### config.mk
export PLATFORM = sky130hd
export DESIGN_NAME = display_test_pattern_generator_flat
export DESIGN_NICKNAME = d
export VERILOG_FILES = /design/src/rtl/dtpg_pkg.sv /design/src/rtl/dtpg_if.sv /design/src/rtl/dtpg_regs.sv /design/src/rtl/dtpg_div.sv /design/src/rtl/dtpg_ctrl.sv /design/src/rtl/dtpg_datapath.sv /design/src/rtl/display_test_pattern_generator.sv /design/src/flat_wrapper.sv
export SDC_FILE = /design/constraint.sdc
export NUM_CORES = 1
export LEC_CHECK = 0
export ABC_AREA = 1
export BUFFER_PORTS_ARGS = -buffer_cell sky130_fd_sc_hd__clkbuf_2
export CAP_MARGIN = 20
export CORE_MARGIN = 2
export CORE_UTILIZATION = 45
export DETAILED_ROUTE_END_ITERATION = 12
export PLACE_DENSITY = 0.63
export SETUP_SLACK_MARGIN = 0.2
export SLEW_MARGIN = 10
export SYNTH_ARGS = -nofsm -noshare
export SYNTH_HDL_FRONTEND = slang
export SYNTH_SLANG_ARGS = --single-unit
### constraint.sdc
create_clock -name clk -period 6.8 [get_ports clk]
set_input_delay 0.68 -clock clk [delete_from_list [all_inputs] [get_ports clk]]
set_output_delay 0.68 -clock clk [all_outputs]
set_load 0.01 [all_outputs]
### src/rtl/dtpg_pkg.sv
// Package with the shared constants, types and helper functions of the test pattern generator.
package dtpg_pkg;

  localparam int COORD_BITS = 11;
  localparam int DIM_BITS   = 11;
  localparam int CELL_BITS  = 8;
  localparam int PAT_BITS   = 3;
  localparam int CMP_BITS   = (COORD_BITS > DIM_BITS) ? COORD_BITS : DIM_BITS;
  localparam int NUM_BITS   = COORD_BITS + 9;
  localparam int DEN_BITS   = ((DIM_BITS > CELL_BITS) ? DIM_BITS : CELL_BITS) + 1;
  localparam int DIV_CNT_BITS = $clog2(NUM_BITS);
  localparam int PIX_BITS   = 16;
  localparam int APB_AW     = 4;
  localparam int APB_DW     = 32;

  localparam logic [PAT_BITS-1:0] PAT_RED     = 3'd0;
  localparam logic [PAT_BITS-1:0] PAT_GREEN   = 3'd1;
  localparam logic [PAT_BITS-1:0] PAT_BLUE    = 3'd2;
  localparam logic [PAT_BITS-1:0] PAT_WHITE   = 3'd3;
  localparam logic [PAT_BITS-1:0] PAT_GRAD    = 3'd4;
  localparam logic [PAT_BITS-1:0] PAT_CHECKER = 3'd5;

  localparam logic [1:0] REG_PATTERN = 2'd0;
  localparam logic [1:0] REG_WIDTH   = 2'd1;
  localparam logic [1:0] REG_HEIGHT  = 2'd2;
  localparam logic [1:0] REG_CELL    = 2'd3;

  localparam logic [PAT_BITS-1:0]  RST_PATTERN = 3'd0;
  localparam logic [DIM_BITS-1:0]  RST_WIDTH   = 11'd800;
  localparam logic [DIM_BITS-1:0]  RST_HEIGHT  = 11'd1280;
  localparam logic [CELL_BITS-1:0] RST_CELL    = 8'd50;

  localparam logic [7:0] CH_FULL  = 8'hFF;
  localparam logic [7:0] CH_NONE  = 8'h00;
  localparam logic [7:0] MASK_RB  = 8'hF8;
  localparam logic [7:0] MASK_G   = 8'hFC;

  typedef struct packed {
    logic [PAT_BITS-1:0]  pattern;
    logic [DIM_BITS-1:0]  width;
    logic [DIM_BITS-1:0]  height;
    logic [CELL_BITS-1:0] cell_size;
  } cfg_t;

  typedef enum logic [1:0] {
    ST_IDLE,
    ST_DIV,
    ST_OUT
  } state_t;

  typedef struct packed {
    logic accept;
    logic div_step;
    logic load_out;
  } cmd_t;

  typedef struct packed {
    logic needs_div;
    logic out_free;
  } sts_t;

  function automatic logic [PIX_BITS-1:0] pack565(input logic [7:0] r, input logic [7:0] g,
                                                   input logic [7:0] b);
    logic [7:0] rm;
    logic [7:0] gm;
    rm = r & MASK_RB;
    gm = g & MASK_G;
    return {rm[7:3], gm[7:2], b[7:3]};
  endfunction

endpackage

### src/rtl/dtpg_if.sv
// Stream channel interfaces for the tick input and the pixel result of the pattern generator.
interface dtpg_in_if;
  logic valid;
  logic ready;
  logic restart;

  modport source(output valid, output restart, input ready);
  modport sink(input valid, input restart, output ready);
endinterface

interface dtpg_out_if;
  logic                            valid;
  logic                            ready;
  logic [dtpg_pkg::PIX_BITS-1:0]   pixel;
  logic [dtpg_pkg::COORD_BITS-1:0] column;
  logic [dtpg_pkg::COORD_BITS-1:0] row;
  logic                            line_end;
  logic                            frame_end;

  modport source(output valid, output pixel, output column, output row, output line_end,
                 output frame_end, input ready);
  modport sink(input valid, input pixel, input column, input row, input line_end,
               input frame_end, output ready);
endinterface

### src/rtl/dtpg_regs.sv
// APB configuration registers of the pattern generator.
module dtpg_regs (
  input  logic                          clk,
  input  logic                          rst_n,
  input  logic                          psel,
  input  logic                          penable,
  input  logic                          pwrite,
  input  logic [dtpg_pkg::APB_AW-1:0]   paddr,
  input  logic [dtpg_pkg::APB_DW-1:0]   pwdata,
  output logic [dtpg_pkg::APB_DW-1:0]   prdata,
  output logic                          pready,
  output dtpg_pkg::cfg_t                cfg
);

  dtpg_pkg::cfg_t cfg_r;
  dtpg_pkg::cfg_t cfg_nxt;
  logic           wr_en;
  logic [1:0]     idx;

  assign idx    = paddr[3:2];
  assign wr_en  = psel && penable && pwrite;
  assign pready = 1'b1;
  assign cfg    = cfg_r;

  always_comb begin
    cfg_nxt = cfg_r;
    if (wr_en) begin
      case (idx)
        dtpg_pkg::REG_PATTERN: cfg_nxt.pattern   = pwdata[dtpg_pkg::PAT_BITS-1:0];
        dtpg_pkg::REG_WIDTH:   cfg_nxt.width     = pwdata[dtpg_pkg::DIM_BITS-1:0];
        dtpg_pkg::REG_HEIGHT:  cfg_nxt.height    = pwdata[dtpg_pkg::DIM_BITS-1:0];
        dtpg_pkg::REG_CELL:    cfg_nxt.cell_size = pwdata[dtpg_pkg::CELL_BITS-1:0];
        default:               cfg_nxt = cfg_r;
      endcase
    end
  end

  always_comb begin
    case (idx)
      dtpg_pkg::REG_PATTERN: prdata = dtpg_pkg::APB_DW'(cfg_r.pattern);
      dtpg_pkg::REG_WIDTH:   prdata = dtpg_pkg::APB_DW'(cfg_r.width);
      dtpg_pkg::REG_HEIGHT:  prdata = dtpg_pkg::APB_DW'(cfg_r.height);
      dtpg_pkg::REG_CELL:    prdata = dtpg_pkg::APB_DW'(cfg_r.cell_size);
      default:               prdata = '0;
    endcase
  end

  always_ff @(posedge clk) begin
    if (!rst_n) begin
      cfg_r.pattern   <= dtpg_pkg::RST_PATTERN;
      cfg_r.width     <= dtpg_pkg::RST_WIDTH;
      cfg_r.height    <= dtpg_pkg::RST_HEIGHT;
      cfg_r.cell_size <= dtpg_pkg::RST_CELL;
    end else begin
      cfg_r <= cfg_nxt;
    end
  end

endmodule

### src/rtl/dtpg_div.sv
// Bit-serial restoring divider that produces one quotient bit per step.
module dtpg_div (
  input  logic                          clk,
  input  logic                          start,
  input  logic                          step,
  input  logic [dtpg_pkg::NUM_BITS-1:0] num,
  input  logic [dtpg_pkg::DEN_BITS-1:0] den,
  output logic [dtpg_pkg::NUM_BITS-1:0] quot
);

  logic [dtpg_pkg::NUM_BITS-1:0] quot_r;
  logic [dtpg_pkg::NUM_BITS-1:0] quot_nxt;
  logic [dtpg_pkg::DEN_BITS-1:0] rem_r;
  logic [dtpg_pkg::DEN_BITS-1:0] rem_nxt;
  logic [dtpg_pkg::DEN_BITS:0]   trial;
  logic [dtpg_pkg::DEN_BITS:0]   den_ext;
  logic [dtpg_pkg::DEN_BITS:0]   diff;

  assign trial   = {rem_r, quot_r[dtpg_pkg::NUM_BITS-1]};
  assign den_ext = {1'b0, den};
  assign diff    = trial - den_ext;
  assign quot    = quot_r;

  always_comb begin
    quot_nxt = quot_r;
    rem_nxt  = rem_r;
    if (start) begin
      quot_nxt = num;
      rem_nxt  = '0;
    end else if (step) begin
      if (trial >= den_ext) begin
        rem_nxt  = diff[dtpg_pkg::DEN_BITS-1:0];
        quot_nxt = {quot_r[dtpg_pkg::NUM_BITS-2:0], 1'b1};
      end else begin
        rem_nxt  = trial[dtpg_pkg::DEN_BITS-1:0];
        quot_nxt = {quot_r[dtpg_pkg::NUM_BITS-2:0], 1'b0};
      end
    end
  end

  always_ff @(posedge clk) begin
    quot_r <= quot_nxt;
    rem_r  <= rem_nxt;
  end

endmodule

### src/rtl/dtpg_ctrl.sv
// Controller state machine that sequences accept, division steps and result loading.
module dtpg_ctrl (
  input  logic                clk,
  input  logic                rst_n,
  input  logic                in_valid,
  output logic                in_ready,
  input  dtpg_pkg::sts_t      sts,
  output dtpg_pkg::cmd_t      cmd
);

  dtpg_pkg::state_t                  state_r;
  dtpg_pkg::state_t                  state_nxt;
  logic [dtpg_pkg::DIV_CNT_BITS-1:0] cnt_r;
  logic [dtpg_pkg::DIV_CNT_BITS-1:0] cnt_nxt;

  always_ff @(posedge clk) begin
    if (!rst_n) begin
      state_r <= dtpg_pkg::ST_IDLE;
      cnt_r   <= '0;
    end else begin
      state_r <= state_nxt;
      cnt_r   <= cnt_nxt;
    end
  end

  always_comb begin
    state_nxt = state_r;
    cnt_nxt   = cnt_r;
    in_ready  = 1'b0;
    cmd       = '0;
    case (state_r)
      dtpg_pkg::ST_IDLE: begin
        in_ready = 1'b1;
        if (in_valid) begin
          cmd.accept = 1'b1;
          cnt_nxt    = '0;
          state_nxt  = sts.needs_div ? dtpg_pkg::ST_DIV : dtpg_pkg::ST_OUT;
        end
      end
      dtpg_pkg::ST_DIV: begin
        cmd.div_step = 1'b1;
        cnt_nxt      = cnt_r + 1'b1;
        if (cnt_r == dtpg_pkg::DIV_CNT_BITS'(dtpg_pkg::NUM_BITS - 1)) begin
          state_nxt = dtpg_pkg::ST_OUT;
        end
      end
      dtpg_pkg::ST_OUT: begin
        if (sts.out_free) begin
          cmd.load_out = 1'b1;
          state_nxt    = dtpg_pkg::ST_IDLE;
        end
      end
      default: begin
        state_nxt = dtpg_pkg::ST_IDLE;
      end
    endcase
  end

endmodule

### src/rtl/dtpg_datapath.sv
// Datapath with raster counters, pattern dividers, color selection and the result register.
module dtpg_datapath (
  input  logic                            clk,
  input  logic                            rst_n,
  input  dtpg_pkg::cfg_t                  cfg,
  input  dtpg_pkg::cmd_t                  cmd,
  output dtpg_pkg::sts_t                  sts,
  input  logic                            in_restart,
  output logic                            out_valid,
  input  logic                            out_ready,
  output logic [dtpg_pkg::PIX_BITS-1:0]   out_pixel,
  output logic [dtpg_pkg::COORD_BITS-1:0] out_column,
  output logic [dtpg_pkg::COORD_BITS-1:0] out_row,
  output logic                            out_line_end,
  output logic                            out_frame_end
);

  localparam int CB = dtpg_pkg::COORD_BITS;
  localparam int NB = dtpg_pkg::NUM_BITS;
  localparam int DB = dtpg_pkg::DEN_BITS;

  logic [CB-1:0] col_r;
  logic [CB-1:0] col_nxt;
  logic [CB-1:0] row_r;
  logic [CB-1:0] row_nxt;
  logic [CB-1:0] x_eff;
  logic [CB-1:0] y_eff;

  logic                    valid_r;
  logic [dtpg_pkg::PIX_BITS-1:0] pixel_r;
  logic [CB-1:0]           column_r;
  logic [CB-1:0]           rowo_r;
  logic                    lend_r;
  logic                    fend_r;

  logic [dtpg_pkg::DIM_BITS-1:0]  w;
  logic [dtpg_pkg::DIM_BITS-1:0]  h;
  logic [dtpg_pkg::CELL_BITS-1:0] c;
  logic [dtpg_pkg::CMP_BITS-1:0]  x_cmp;
  logic [dtpg_pkg::CMP_BITS-1:0]  y_cmp;
  logic [dtpg_pkg::CMP_BITS-1:0]  wm1;
  logic [dtpg_pkg::CMP_BITS-1:0]  hm1;
  logic                           lend;
  logic                           fend;

  logic [NB-1:0] xn;
  logic [NB-1:0] yn;
  logic [NB-1:0] sn;
  logic [NB-1:0] num_a;
  logic [NB-1:0] num_b;
  logic [NB-1:0] num_c;
  logic [DB-1:0] den_a;
  logic [DB-1:0] den_b;
  logic [DB-1:0] den_c;
  logic [NB-1:0] q_a;
  logic [NB-1:0] q_b;
  logic [NB-1:0] q_c;
  logic [dtpg_pkg::PIX_BITS-1:0] color;
  logic          is_grad;

  assign w = (cfg.width  == '0) ? dtpg_pkg::DIM_BITS'(1) : cfg.width;
  assign h = (cfg.height == '0) ? dtpg_pkg::DIM_BITS'(1) : cfg.height;
  assign c = (cfg.cell_size == '0) ? dtpg_pkg::CELL_BITS'(1) : cfg.cell_size;

  assign x_eff = in_restart ? '0 : col_r;
  assign y_eff = in_restart ? '0 : row_r;

  assign is_grad = (cfg.pattern == dtpg_pkg::PAT_GRAD);
  assign xn    = NB'(x_eff);
  assign yn    = NB'(y_eff);
  assign sn    = xn + yn;
  assign num_a = is_grad ? ((xn << 8) - xn) : xn;
  assign num_b = is_grad ? ((yn << 8) - yn) : yn;
  assign num_c = (sn << 8) - sn;
  assign den_a = is_grad ? DB'(w) : DB'(c);
  assign den_b = is_grad ? DB'(h) : DB'(c);
  assign den_c = DB'(w) + DB'(h);

  dtpg_div u_div_a (
    .clk(clk), .start(cmd.accept), .step(cmd.div_step), .num(num_a), .den(den_a), .quot(q_a)
  );
  dtpg_div u_div_b (
    .clk(clk), .start(cmd.accept), .step(cmd.div_step), .num(num_b), .den(den_b), .quot(q_b)
  );
  dtpg_div u_div_c (
    .clk(clk), .start(cmd.accept), .step(cmd.div_step), .num(num_c), .den(den_c), .quot(q_c)
  );

  assign x_cmp = dtpg_pkg::CMP_BITS'(col_r);
  assign y_cmp = dtpg_pkg::CMP_BITS'(row_r);
  assign wm1   = dtpg_pkg::CMP_BITS'(w - 1'b1);
  assign hm1   = dtpg_pkg::CMP_BITS'(h - 1'b1);
  assign lend  = (x_cmp >= wm1);
  assign fend  = lend && (y_cmp >= hm1);

  always_comb begin
    case (cfg.pattern)
      dtpg_pkg::PAT_RED:
        color = dtpg_pkg::pack565(dtpg_pkg::CH_FULL, dtpg_pkg::CH_NONE, dtpg_pkg::CH_NONE);
      dtpg_pkg::PAT_GREEN:
        color = dtpg_pkg::pack565(dtpg_pkg::CH_NONE, dtpg_pkg::CH_FULL, dtpg_pkg::CH_NONE);
      dtpg_pkg::PAT_BLUE:
        color = dtpg_pkg::pack565(dtpg_pkg::CH_NONE, dtpg_pkg::CH_NONE, dtpg_pkg::CH_FULL);
      dtpg_pkg::PAT_WHITE:
        color = dtpg_pkg::pack565(dtpg_pkg::CH_FULL, dtpg_pkg::CH_FULL, dtpg_pkg::CH_FULL);
      dtpg_pkg::PAT_GRAD:
        color = dtpg_pkg::pack565(q_a[7:0], q_b[7:0], q_c[7:0]);
      dtpg_pkg::PAT_CHECKER:
        color = (q_a[0] ^ q_b[0]) ?
                dtpg_pkg::pack565(dtpg_pkg::CH_FULL, dtpg_pkg::CH_FULL, dtpg_pkg::CH_FULL) :
                dtpg_pkg::pack565(dtpg_pkg::CH_NONE, dtpg_pkg::CH_NONE, dtpg_pkg::CH_NONE);
      default:
        color = '0;
    endcase
  end

  always_comb begin
    col_nxt = col_r;
    row_nxt = row_r;
    if (cmd.accept) begin
      col_nxt = x_eff;
      row_nxt = y_eff;
    end else if (cmd.load_out) begin
      if (fend) begin
        col_nxt = '0;
        row_nxt = '0;
      end else if (lend) begin
        col_nxt = '0;
        row_nxt = row_r + 1'b1;
      end else begin
        col_nxt = col_r + 1'b1;
      end
    end
  end

  assign sts.needs_div = is_grad || (cfg.pattern == dtpg_pkg::PAT_CHECKER);
  assign sts.out_free  = !valid_r || out_ready;

  always_ff @(posedge clk) begin
    if (!rst_n) begin
      col_r   <= '0;
      row_r   <= '0;
      valid_r <= 1'b0;
    end else begin
      col_r <= col_nxt;
      row_r <= row_nxt;
      if (cmd.load_out) begin
        valid_r <= 1'b1;
      end else if (out_ready) begin
        valid_r <= 1'b0;
      end
    end
  end

  always_ff @(posedge clk) begin
    if (cmd.load_out) begin
      pixel_r  <= color;
      column_r <= col_r;
      rowo_r   <= row_r;
      lend_r   <= lend;
      fend_r   <= fend;
    end
  end

  assign out_valid     = valid_r;
  assign out_pixel     = pixel_r;
  assign out_column    = column_r;
  assign out_row       = rowo_r;
  assign out_line_end  = lend_r;
  assign out_frame_end = fend_r;

  a_load_needs_room: assert property (@(posedge clk) disable iff (!rst_n)
    cmd.load_out |-> (!valid_r || out_ready))
    else $error("Result loaded while the output register still holds an untaken request.");

  a_load_sets_valid: assert property (@(posedge clk) disable iff (!rst_n)
    cmd.load_out |=> valid_r)
    else $error("Output valid did not follow a result load.");

  a_frame_end_wraps: assert property (@(posedge clk) disable iff (!rst_n)
    (cmd.load_out && fend) |=> (col_r == '0 && row_r == '0))
    else $error("Raster counters did not wrap after the last pixel of a frame.");

  a_fend_has_lend: assert property (@(posedge clk) disable iff (!rst_n)
    (valid_r && fend_r) |-> lend_r)
    else $error("Frame end flagged on a pixel that does not end its line.");

endmodule

### src/rtl/display_test_pattern_generator.sv
// Top level of the display test pattern generator.
// Each request on the input channel (in_ch) is one pixel tick; its restart bit
// returns the raster to column 0, row 0 before the pixel is produced. The result
// channel (out_ch) carries one RGB565 pixel per tick with its column, row and
// line and frame end flags, in row-major order over the configured frame.
// Solid patterns go from accepting the tick straight to loading the result
// register. Gradient and checkerboard first run three bit-serial dividers
// that retire one quotient bit of a 20-bit numerator each cycle; out_ch.valid
// is then registered from the result load.
// A new tick is taken as soon as the previous result has been loaded, even if
// that result still waits in the output register; a stalled receiver holds the
// result and, once the next pixel is ready, stops further ticks.
// The APB port (cfg_) writes pattern select, width, height and checker cell at
// byte addresses 0, 4, 8 and 12; configure only while the generator is idle.
// Synchronous reset clears the counters, empties the output register and loads
// the register defaults: red, 800 by 1280 pixels, 50-pixel checker cells.
module display_test_pattern_generator (
  input  logic                          clk,
  input  logic                          rst_n,
  dtpg_in_if.sink                       in_ch,
  dtpg_out_if.source                    out_ch,
  input  logic                          cfg_psel,
  input  logic                          cfg_penable,
  input  logic                          cfg_pwrite,
  input  logic [dtpg_pkg::APB_AW-1:0]   cfg_paddr,
  input  logic [dtpg_pkg::APB_DW-1:0]   cfg_pwdata,
  output logic [dtpg_pkg::APB_DW-1:0]   cfg_prdata,
  output logic                          cfg_pready
);

  dtpg_pkg::cfg_t cfg;
  dtpg_pkg::cmd_t cmd;
  dtpg_pkg::sts_t sts;
  logic           in_ready;

  dtpg_regs u_regs (
    .clk     (clk),
    .rst_n   (rst_n),
    .psel    (cfg_psel),
    .penable (cfg_penable),
    .pwrite  (cfg_pwrite),
    .paddr   (cfg_paddr),
    .pwdata  (cfg_pwdata),
    .prdata  (cfg_prdata),
    .pready  (cfg_pready),
    .cfg     (cfg)
  );

  dtpg_ctrl u_ctrl (
    .clk      (clk),
    .rst_n    (rst_n),
    .in_valid (in_ch.valid),
    .in_ready (in_ready),
    .sts      (sts),
    .cmd      (cmd)
  );

  assign in_ch.ready = in_ready;

  dtpg_datapath u_datapath (
    .clk           (clk),
    .rst_n         (rst_n),
    .cfg           (cfg),
    .cmd           (cmd),
    .sts           (sts),
    .in_restart    (in_ch.restart),
    .out_valid     (out_ch.valid),
    .out_ready     (out_ch.ready),
    .out_pixel     (out_ch.pixel),
    .out_column    (out_ch.column),
    .out_row       (out_ch.row),
    .out_line_end  (out_ch.line_end),
    .out_frame_end (out_ch.frame_end)
  );

endmodule
### src/flat_wrapper.sv
// flat-port wrapper written by rule: the top's interface ports become plain ports
module display_test_pattern_generator_flat 
  (clk, rst_n, cfg_psel, cfg_penable, cfg_pwrite, cfg_paddr, cfg_pwdata, cfg_prdata, cfg_pready, in_ch_valid, in_ch_restart, in_ch_ready, out_ch_valid, out_ch_pixel, out_ch_column, out_ch_row, out_ch_line_end, out_ch_frame_end, out_ch_ready);
  dtpg_in_if in_ch_i ();
  dtpg_out_if out_ch_i ();
  input  logic clk;
  input  logic rst_n;
  input  logic cfg_psel;
  input  logic cfg_penable;
  input  logic cfg_pwrite;
  input  logic [dtpg_pkg::APB_AW-1:0] cfg_paddr;
  input  logic [dtpg_pkg::APB_DW-1:0] cfg_pwdata;
  output logic [dtpg_pkg::APB_DW-1:0] cfg_prdata;
  output logic cfg_pready;
  input wire logic [$bits(in_ch_i.valid)-1:0] in_ch_valid;
  input wire logic [$bits(in_ch_i.restart)-1:0] in_ch_restart;
  output wire logic [$bits(in_ch_i.ready)-1:0] in_ch_ready;
  output wire logic [$bits(out_ch_i.valid)-1:0] out_ch_valid;
  output wire logic [$bits(out_ch_i.pixel)-1:0] out_ch_pixel;
  output wire logic [$bits(out_ch_i.column)-1:0] out_ch_column;
  output wire logic [$bits(out_ch_i.row)-1:0] out_ch_row;
  output wire logic [$bits(out_ch_i.line_end)-1:0] out_ch_line_end;
  output wire logic [$bits(out_ch_i.frame_end)-1:0] out_ch_frame_end;
  input wire logic [$bits(out_ch_i.ready)-1:0] out_ch_ready;
  assign in_ch_i.valid = in_ch_valid;
  assign in_ch_i.restart = in_ch_restart;
  assign in_ch_ready = in_ch_i.ready;
  assign out_ch_valid = out_ch_i.valid;
  assign out_ch_pixel = out_ch_i.pixel;
  assign out_ch_column = out_ch_i.column;
  assign out_ch_row = out_ch_i.row;
  assign out_ch_line_end = out_ch_i.line_end;
  assign out_ch_frame_end = out_ch_i.frame_end;
  assign out_ch_i.ready = out_ch_ready;
  display_test_pattern_generator u_core (.clk(clk), .rst_n(rst_n), .in_ch(in_ch_i), .out_ch(out_ch_i), .cfg_psel(cfg_psel), .cfg_penable(cfg_penable), .cfg_pwrite(cfg_pwrite), .cfg_paddr(cfg_paddr), .cfg_pwdata(cfg_pwdata), .cfg_prdata(cfg_prdata), .cfg_pready(cfg_pready));
endmodule
Word-level counts from Yosys, hierarchy flattened

Cells that the tools add are included.

Register bits: 199
Bits of input ports: 44
Output and inout bits: 75
Word-level logic and storage cells: 124

$add $sub $neg: 13
Magnitude comparators: 5
Equal/unequal tests: 14
Mux-type cells: 47
Bitwise gates (word level): 1
Reduce and logical (&&, ||, !) cells: 24

Operator list:

| cell                                                | number |
|---|---|
| two-way mux 20 bit                                  | 8 |
| two-way mux 11 bit                                  | 14 |
| one-hot mux 32 bit (4 select lines)                 | 1 |
| one-hot mux 16 bit (6 select lines)                 | 1 |
| subtractor 19 x 11 -> 20 bit                        | 2 |
| two-way mux 12 bit                                  | 3 |
| greater-or-equal comparator 13 x 11 -> 1 bit        | 2 |
| adder 11 x 11 -> 12 bit                             | 2 |
| subtractor 12 x 11 -> 12 bit                        | 2 |
| adder 11 x 1 -> 11 bit (second input constant)      | 2 |
| greater-or-equal comparator 11 bit                  | 2 |
| logical NOT 11 bit                                  | 2 |
| subtractor 11 x 1 -> 11 bit (second input constant) | 2 |
| subtractor 20 x 12 -> 20 bit                        | 1 |
| two-way mux 16 bit                                  | 1 |
| greater-or-equal comparator 13 x 12 -> 1 bit        | 1 |
| AND reduction 2 bit                                 | 6 |
| subtractor 12 bit                                   | 1 |
| two-way mux 1 bit                                   | 11 |
| one-hot mux 5 bit (2 select lines)                  | 1 |
| logical NOT 8 bit                                   | 1 |
| two-way mux 2 bit                                   | 4 |
| two-way mux 8 bit                                   | 1 |
| nonzero test 2 bit                                  | 4 |
| 19 further kinds                                    | 29 |

Depth between registers and ports, before layout

Gate-level depths: netlist of run 1.

Word-level depth: 8
Mapped depth: 26
Mapped depth without buffers: 24

Cells and area by module

From an unflattened synthesis of run 1, not the netlist that was laid out.

Cells, all modules: 2390
Area total of the unflattened synthesis: 15698.8 um2

Modules (own cells, without submodules):

| module                                    | instances | cells an instance | area each (um2) | seq. area each (um2) |
|---|---|---|---|---|
| dtpg_datapath                             | 1         | 1092              | 6831.6          | 1661.6 |
| dtpg_div at u_core.u_datapath.u_div_a ... | 2         | 324               | 2229.6          | 840.8 |
| dtpg_div at u_core.u_datapath.u_div_c     | 1         | 324               | 2260.9          | 840.8 |
| dtpg_regs                                 | 1         | 269               | 1759.2          | 660.6 |
| dtpg_ctrl                                 | 1         | 57                | 387.9           | 140.1 |

Worst setup path before layout of run 1

OpenSTA, ideal clock, no wires.

Path type: in2reg
Start point: input port in_ch_restart
End point: register u_core.u_datapath.u_div_c.quot_r, in the netlist u_core.u_datapath.u_div_c.quot[17] (data pin)
Setup time: 253 ps
Data arrival time: 3568 ps
Required time: 6547 ps
Setup slack: 2978 ps
Stages on the path: 21
Path buffers: 1
Cells stage by stage: buf_6 nor2_1 ha_1 inv_1 fa_1 inv_1 nand2_1 nand2_1 nand3_1 nand3b_1 nand2_1 ha_1 a21oi_1 o21bai_1 a21o_1 nor2_4 nand2_1 nor2_1 nand3b_1 nand3_1 nand2_1

Longest elaborated chain between the ends: 4
Elaborated cells between the ends (all ways): 5
Classes of those cells: 2 x add/sub; 3 x mux

RTL lines:

| item                                                   | RTL line                                 | source |
|---|---|---|
| from (decl)                                            | flat_wrapper.sv:16                       | `input wire logic [$bits(in_ch_i.restart)-1:0] in_ch_restart;` |
| two-way mux 11 bit, on equally long branches           | dtpg_datapath.sv:65, dtpg_datapath.sv:66 |  |
| adder 11 x 11 -> 12 bit *                              | dtpg_datapath.sv:71                      | `assign sn = xn + yn;` |
| subtractor 20 x 12 -> 20 bit *                         | dtpg_datapath.sv:74                      | `assign num_c = (sn << 8) - sn;` |
| two-way mux 20 bit *                                   | dtpg_div.sv:27                           | `if (start) begin` |
| named net u_core.u_datapath.u_div_c.quot_nxt (one bit) | dtpg_div.sv:12                           | `logic [dtpg_pkg::NUM_BITS-1:0] quot_nxt;` |
| to (signal assigned)                                   | dtpg_div.sv:42                           | `quot_r <= quot_nxt;` |
| to (decl)                                              | dtpg_div.sv:11                           | `logic [dtpg_pkg::NUM_BITS-1:0] quot_r;` |

Mark *: on every way through the listed nets, which the timed path passes. The rest lies on a longest branch.
A chain may end at the register's enable or synchronous reset.

Worst setup path in the final report of run 1

Start point: register u_core.u_regs.cfg_r, in the netlist u_core.u_regs.cfg[22]
End point: register u_core.u_datapath.u_div_c.rem_r[2] in the netlist's numbering

Longest elaborated chain between the ends: 5
Elaborated cells between the ends (all ways): 6
Classes of those cells: 2 x add/sub; 1 x order compare; 2 x mux; 1 x reduce/logical

RTL lines:

| item                                                                                     | RTL line                       | source |
|---|---|---|
| from (decl)                                                                              | dtpg_regs.sv:15                | `dtpg_pkg::cfg_t cfg_r;` |
| from (signal assigned)                                                                   | dtpg_regs.sv:55                | `cfg_r <= cfg_nxt;` |
| logical NOT 11 bit                                                                       | dtpg_datapath.sv:61            | `assign w = (cfg.width == '0) ? dtpg_pkg::DIM_BITS'(1) : cfg.width;` |
| two-way mux 11 bit *                                                                     | dtpg_datapath.sv:61            |  |
| adder 11 x 11 -> 12 bit *                                                                | dtpg_datapath.sv:77            | `assign den_c = DB'(w) + DB'(h);` |
| subtractor 12 bit / greater-or-equal comparator 13 x 12 -> 1 bit (equally long branches) | dtpg_div.sv:21, dtpg_div.sv:31 |  |
| two-way mux 12 bit *                                                                     | dtpg_div.sv:31                 | `if (trial >= den_ext) begin` |
| to (signal assigned)                                                                     | dtpg_div.sv:43                 | `rem_r <= rem_nxt;` |
| to (decl)                                                                                | dtpg_div.sv:13                 | `logic [dtpg_pkg::DEN_BITS-1:0] rem_r;` |

Mark *: on every way between the ends. The rest lies on a longest branch, timed or not.

==> flow_summary_export.csv, run 1 <==
group,metric,value,unit
clocking,cts.clk_slew.worst_paths,0.08,ns
place,dpl.hpwl,29200,um
worst_setup_path,arrival,5.28,ns
timing,fin_skew,0.0144,ns
global_routing,grt_pass1_wl,62500,um
logic_synthesis,ys_types,60,
floorplan,ioPinCount,119,
logic_synthesis,ys_async_sr_fraction,0,%
drt,wl,39200,um
layout,num_antenna_cells,0,
worst_hold_path,min_path_type,"flip-flop to flip-flop",
run_status,status,"complete, no violations",
timing,hold_violations,0,
floorplan,initial_core_util,45.8,%
timing,finalSetupTns,0,ns
logic_synthesis,synth_edf_count,100,
pwr,leakage,7.02,nW
floorplan,die_h,181,um
layout,finish.net_count,2074,
timing,post-route-min-period,4.93,ns
clocking,postCtsHoldBufs,0,
worst_setup_path,start_kind,"flip-flop",
timing,fin_crit_sh,72.5,%
layout,layout.area.seq,4980,um2
timing,tightest_slew,0.999,ns
timing,timing.fmax,0.203,GHz
layout,n_fill_cell,3072,
worst_setup_path,critPathKind,"flip-flop to flip-flop",
global_routing,grt_max_degree,62,
logic_synthesis,netlist.area_leader.share,21.4,%
pwr,ir_drop,0.192,mV
floorplan,core_area,30700,um2
place,post-place-cells,2307,
clocking,insertion_delay,0.46,ns
clocking,htree_levels,4,
worst_setup_path,cp_max_fo,25,
pwr,power.density,215,nW/um2
worst_setup_path,path_cells,"inv_1 > nand2_1 > nor3_1 > nand2_1 > o21bai_1 > ha_1 > inv_1 > fa_1 > o21ai_0 > nand4_1 > nand2_1 > a31oi_1 > xor2_1 > ha_1 > a21oi_1 > o31ai_1 > a31oi_1 > nand3_2 > o211ai_1 > nand2_1",
drt,drt-pass1-iter-count,5,
layout,fin_cells,2339,
clocking,cts_tree,"done",
logic_synthesis,yosysWarnings,0,
layout,multi_input_area,7790,um2
clocking,cts_resized,0,
logic_synthesis,ys_seq_area_share,35.5,%
floorplan,rows,64,
drt,ant_nets,0,
floorplan,die-area,32700,um2
logic_synthesis,synth.top_cells.by_area,"edfxtp_1 (21%), dfxtp_1 (14%), nand2_1 (12%), ha_1 (8.5%), o21ai_0 (6.0%)",
logic_synthesis,yosysMostFrequentCell,"nand2_1",
drt,post_drt_wl_per_cell,16.7,um
worst_setup_path,cp_common_cell,"nand2_1",
clocking,clk_path_buf_depth,2,
timing,slew-limit-headroom,33.3,%
clocking,numCtsBuffers,17,
place,place.gp.congestion,0.918,
logic_synthesis,synth_seq_cells,199,
place,port_buffers,73,
clocking,cts-root-buf,"clkbuf_16",
worst_setup_path,critPathSlowestCell,"nand3_2",
worst_setup_path,setup.worst_path.end_class,"flip-flop",
drt,vias,12642,
worst_setup_path,worstPathRequired,7.15,ns
worst_setup_path,crit_buf_inv,2,
drt,dr.first_iter.drc_count,930,
global_routing,antenna_found_initial,0,
logic_synthesis,synth_area_leader_cell,"edfxtp_1",
floorplan,dieWidth,181,um
flow_run,max_cap_violations,0,
worst_setup_path,slowest_delay,0.49,ns
clocking,cts_sinks,199,
global_routing,grt_usage,24.1,%
global_routing,gr-total-overflow,0,
global_routing,grt_pass1_vias,11893,
logic_synthesis,yosys-top-cells-count,"nand2_1 (452), inv_1 (225), o21ai_0 (169), nor2_1 (132), a21oi_1 (124)",
layout,final_layout_size_suffix_gt1_share,9.73,%
logic_synthesis,syn_area,14100,um2
timing,rsz0062_at_grt,"false",
logic_synthesis,ys.flop_type,"edfxtp_1",
clocking,post_cts.repair.setup_buffers,0,
logic_synthesis,netlist_instances,1897,
timing,setup_viol,0,
logic_synthesis,synth.avg_cell_area,7.41,um2
drt,drc,0,
timing,report.final.slew_viol_count,0,
layout,areaGrowthSynthToFinish,7.88,%
worst_setup_path,cpLargestDelayFamily,"compound AO/OA/AOI/OAI gates",
drt,viasPerCell,5.40,
==> flip-flops by register name (all words and copies together) (netlist names) <==
register and count:
u_core.u_ctrl.state_r 2, u_core.u_ctrl.cnt_r 5, u_core.u_datapath.row_r 11, u_core.u_datapath.col_r 11
u_core.u_datapath.u_div_c.rem_r 12, u_core.u_datapath.u_div_a.quot 20, u_core.u_datapath.out_pixel 16, u_core.u_datapath.u_div_a.rem_r 12
u_core.u_datapath.u_div_b.rem_r 12, u_core.u_datapath.out_valid 1, u_core.u_datapath.u_div_b.quot 20, u_core.u_datapath.out_line_end 1
u_core.u_datapath.u_div_c.quot 20, u_core.u_datapath.out_row 11, u_core.u_datapath.out_column 11, u_core.u_datapath.out_frame_end 1
u_core.u_regs.cfg 33
==> cell families after synthesis <==
family	count (synthesis)	share of synthesized area (%)
AOI/OAI and AO/OA	385	15.1
adders and majority gates	100	9.17
other	2	0.0534
and+or+nand+nor	808	25.8
buffers and inverters	328	9.69
DFF	199	35.5
xor gates and xnor gates	75	4.67
==> path summary, 6_finish.rpt <==
| kind | startpoint | end | slack (ns) | cells past startpoint |
|---|---|---|---|---|
| hold / removal | u_core.u_datapath.u_div_a.rem_r[11]$_SDFFE_PP0P_ | u_core.u_datapath.u_div_a.rem_r[11]$_SDFFE_PP0P_ | 0.46 | 2 |
| hold reg to reg | u_core.u_datapath.u_div_a.rem_r[11]$_SDFFE_PP0P_ | u_core.u_datapath.u_div_a.rem_r[11]$_SDFFE_PP0P_ | 0.46 | 2 |
| setup reg to reg | u_core.u_regs.cfg[22]$_SDFFE_PN0P_ | u_core.u_datapath.u_div_c.rem_r[2]$_SDFFE_PP0P_ | 1.87 | 20 |
| setup / recovery | u_core.u_regs.cfg[22]$_SDFFE_PN0P_ | u_core.u_datapath.u_div_c.rem_r[2]$_SDFFE_PP0P_ | 1.87 | 20 |
==> worst register-to-register path: stages, from the launching register on <==
cell and delay (ns):
dfxtp_1 0.35, inv_1 0.20, nand2_1 0.08, nor3_1 0.19
nand2_1 0.09, o21bai_1 0.39, ha_1 0.25, inv_1 0.06
fa_1 0.40, o21ai_0 0.45, nand4_1 0.16, nand2_1 0.16
a31oi_1 0.11, xor2_1 0.20, ha_1 0.29, a21oi_1 0.22
o31ai_1 0.10, a31oi_1 0.17, nand3_2 0.49, o211ai_1 0.38
nand2_1 0.07
==> cells in the final DEF (no fill, tap or decap), types with 10 or more instances in the layout <==
master,Yosys,routed
o22ai_1,12,12
clkbuf_16,0,17
inv_1,225,223
conb_1,2,22
nor2_1,132,132
xnor2_1,20,20
nand3_1,92,92
ha_1,95,95
nand4_1,29,29
nor2_4,12,12
o211ai_1,13,13
nor3_1,30,30
a21oi_1,124,124
xor2_1,55,55
o21ai_0,169,169
buf_4,22,10
nand2_1,452,452
dfxtp_1,99,99
nand2_2,10,10
inv_2,10,12
clkbuf_2,2,73
nor2_2,11,11
o21ai_1,18,18
edfxtp_1,100,100
==> routing by layer <==
layer	share of wire, %	wire, um	vias up	global-route usage (%)
li1	-	-	6329	-
met1	44	17400	5874	31.9
met2	47	18300	360	39.2
met3	5.4	2120	79	4.09
met4	3.5	1380	0	9.35
met5	0	0	-	0
==> power by group <==
part | leakage (nW) | switching, mW | internal (mW)
Sequential | 1.77 | 0.0533 | 1.39
Clock | 0.275 | 0.518 | 0.486
Combinational | 4.98 | 0.549 | 0.261
Total | 7.02 | 1.12 | 2.14
==> final cells by class <==
cell class | count | area share [%]
inverter | 239 | 5.93
sequential | 199 | 32.9
tap | 396 | 3.27
timing repair buffer | 83 | 2.90
clock inverter | 14 | 0.858
clock buffer | 18 | 2.83
multi-input combinational | 1390 | 51.3
==> per-stage QoR <==
step	cell area, um2	setup WS (ns)	hold slack, ns	total power [mW]	util [%]
finish	15200	1.87	0.459	3.26	49.5
global route	15200	1.44	0.487	3.44	49.5
CTS	15200	1.95	0.459	3.28	49.5
detailed placement	14600	1.98	0.445	2.28	47.6
global placement	14600	2.04	0.446	2.26	47.6
floorplan	14100	2.98	0.427	2.07	-
No activity file was read; power rests on OpenSTA's default activity.
==> inputs of run 2 (changes only) <==
- ABC_AREA: 1 -> 0
- clock period: 6.8 -> 4.9 ns (I/O delays scaled with it)
==> run 2 against run 1 <==
  * Via count shrank 11%
  * Clock-buffer cell count shrank 1
  * Critical path depth is 3 higher
  * Highest routed layer unchanged
  * Die area down 5.0%
  * Worst setup slack got worse by 1.6 ns
  * Register-to-register slack worse by 1.6 ns
  * Non-clock buffer count up 63
  * Wire length fell by 9.5%
  * Critical endpoint is now u_core.u_datapath.u_div_c.rem_r[8]$_SDFFE_PP0P_
  * Hold slack got worse by 0.20 ns
  * Clock skew up 0.0038 ns
==> flow_summary_export.csv, run 2 <==
group,metric,value,unit
drt,drt-pass1-iter-count,5,
drt,vias,11305,
clocking,numCtsBuffers,17,
logic_synthesis,ys_types,82,
timing,slew-limit-headroom,39.0,%
logic_synthesis,yosysMostFrequentCell,"nand2_1",
worst_setup_path,critPathKind,"flip-flop to flip-flop",
floorplan,rows,63,
place,port_buffers,73,
drt,dr.first_iter.drc_count,1054,
timing,report.final.slew_viol_count,0,
place,dpl.hpwl,25900,um
layout,fin_cells,2033,
global_routing,antenna_found_initial,0,
logic_synthesis,ys_async_sr_fraction,0,%
floorplan,ioPinCount,119,
logic_synthesis,netlist.area_leader.share,22.5,%
logic_synthesis,synth_seq_cells,199,
timing,setup_viol,0,
logic_synthesis,synth.avg_cell_area,8.56,um2
worst_setup_path,start_kind,"flip-flop",
layout,finish.net_count,1774,
worst_setup_path,setup.worst_path.end_class,"flip-flop",
worst_setup_path,arrival,4.92,ns
logic_synthesis,synth_edf_count,100,
clocking,postCtsHoldBufs,0,
floorplan,core_area,29400,um2
timing,rsz0062_at_grt,"true",
timing,post-route-min-period,4.61,ns
clocking,htree_levels,4,
logic_synthesis,synth_area_leader_cell,"edfxtp_1",
pwr,leakage,6.40,nW
timing,tightest_slew,0.914,ns
run_status,status,"complete, no violations",
clocking,cts.clk_slew.worst_paths,0.09,ns
logic_synthesis,yosysWarnings,0,
clocking,cts_sinks,199,
timing,hold_violations,0,
worst_setup_path,worstPathRequired,5.21,ns
layout,most-common-layout-cells,"nand2_1 (227), a21oi_1 (123), o21ai_0 (122)",
timing,fin_crit_sh,94.0,%
global_routing,grt_max_degree,83,
drt,post_drt_wl_per_cell,17.4,um
timing,timing.fmax,0.217,GHz
timing,fin_skew,0.0182,ns
layout,fin_area,15000,um2
layout,final_layout_size_suffix_gt1_share,14.4,%
clocking,cts_tree,"done",
floorplan,initial_core_util,45.4,%
drt,drc,0,
worst_hold_path,min_path_type,"input pin to flip-flop",
place,place.gp.congestion,0.906,
logic_synthesis,yosys-top-cells-count,"nand2_1 (228), o21ai_0 (124), a21oi_1 (123), nor2_1 (118), edfxtp_1 (100)",
timing,hold_ws,0.259,ns
drt,wl,35500,um
pwr,power.density,248,nW/um2
worst_setup_path,ff2ff_setup_slack,0.29,ns
layout,num_antenna_cells,0,
layout,areaGrowthSynthToFinish,12.4,%
logic_synthesis,netlist_instances,1558,
logic_synthesis,ys.flop_type,"edfxtp_1",
logic_synthesis,synth.top_cells.by_area,"edfxtp_1 (23%), dfxtp_1 (15%), ha_1 (8.9%), nand2_1 (6.4%), o21ai_0 (4.7%)",
global_routing,grt_pass1_wl,56300,um
flow_run,max_cap_violations,0,
drt,ant_nets,0,
pwr,ir_drop,0.231,mV
global_routing,grt_usage,22.9,%
global_routing,gr-total-overflow,0,
clocking,insertion_delay,0.45,ns
place,post-place-cells,1994,
logic_synthesis,syn_area,13300,um2
layout,layout_commonest_cell,"nand2_1",
drt,viasPerCell,5.56,
layout,largest_register_ffs,33,
layout,final_util,51.0,%
floorplan,die-area,31000,um2
global_routing,grt_pass1_vias,10495,
worst_setup_path,cp_max_fo,8,
floorplan,dieWidth,176,um
place,placed_area,14300,um2
floorplan,die_h,176,um
clocking,clk_path_buf_depth,2,
logic_synthesis,ys_seq_area_share,37.4,%
clocking,cts-root-buf,"clkbuf_16",
run 2: cell count changes in the layout (fill, tap and decap cells not counted), moves of 17 or more:
cell / previous run / this run
and3_1: 0 / 21
o31ai_1: 1 / 19
o21ai_0: 169 / 122
xor2_1: 55 / 36
nand3_1: 92 / 48
buf_4: 10 / 67
nand2b_1: 0 / 17
nand4_1: 29 / 12
inv_1: 223 / 46
nand2_1: 452 / 227
xnor2_1: 20 / 64
a21o_1: 4 / 39
nor2b_1: 1 / 32
run 2: power breakdown:
part | internal (mW) | total (mW) | switching, mW
clock network | 0.701 | 1.42 | 0.721
logic | 0.154 | 0.434 | 0.281
registers | 1.84 | 1.87 | 0.0296
run 2: repair_timing:
action / in CTS / in global routing
setup buffers: 4 / 2
endpoints found under the setup margin: 13 / 16
gates cloned: 1 / 0
gates resized for setup: 14 / 11
pin swaps: 7 / 1
run 2: layout make-up:
cell class                      instances  area, um2
Fill cell                            2795      14400
Multi-Input combinational cell       1217       7810
Sequential cell                       199       4990
Timing Repair Buffer                  146        955
Tap cell                              390        488
Clock buffer                           17        425
Inverter                               49        184
Clock inverter                         15        150
run 2: cell families (layout without fill, tap and decap cells):
group,count (synthesis),after routing,synth area share [%]
compound gates,410,410,19.3
flops,199,199,37.4
xor+xnor,100,100,6.57
mux,23,23,2.09
fa+ha+maj,101,101,9.74
simple gates,561,561,19.5
buf+inv,162,227,5.36
other cells,2,22,0.0563
run 2: path summary, 6_finish.rpt:
check | from | endpoint | cells past startpoint
max | u_core.u_regs.cfg[16]$_SDFFE_PN1P_ | u_core.u_datapath.u_div_c.rem_r[8]$_SDFFE_PP0P_ | 23
min | cfg_pwdata[10] | u_core.u_regs.cfg[29]$_SDFFE_PN0P_ | 3
max reg2reg | u_core.u_regs.cfg[16]$_SDFFE_PN1P_ | u_core.u_datapath.u_div_c.rem_r[8]$_SDFFE_PP0P_ | 23
min reg2reg | u_core.u_datapath.u_div_b.rem_r[11]$_SDFFE_PP0P_ | u_core.u_datapath.u_div_b.rem_r[11]$_SDFFE_PP0P_ | 2
run 2: routing by layer:
layer | track usage (%) | part of all wire, % | vias up
met4 | 7.06 | 2.2 | 0
met3 | 3.55 | 4.4 | 43
li1 | - | - | 5644
met2 | 36.7 | 46 | 280
met5 | 0 | 0 | -
met1 | 31.9 | 48 | 5338
run 2: metrics by stage:
step                      TNS, ns  total power [mW]  worst slack, ns
after floorplan                 0              2.21            0.323
after global placement          0              2.32            0.132
after detailed placement        0              2.33           0.0128
after CTS                       0              3.75            0.214
after global routing       -0.382              3.87          -0.0704
final                           0              3.72            0.292
run 2: critical path: stages (launching register included):
cell	delay, ns
dfxtp_2	0.33
or4_4	0.55
nor2_4	0.10
a21o_1	0.17
ha_2	0.19
inv_1	0.05
fa_2	0.34
nor2b_2	0.13
o21ai_2	0.06
a21boi_1	0.13
o21a_1	0.16
a2111oi_2	0.06
o41ai_2	0.29
a21oi_1	0.12
xor2_1	0.15
ha_1	0.29
a21o_1	0.18
a211oi_2	0.23
o31ai_2	0.12
o31ai_4	0.28
buf_6	0.15
buf_12	0.11
mux2i_1	0.18
o21ai_1	0.07
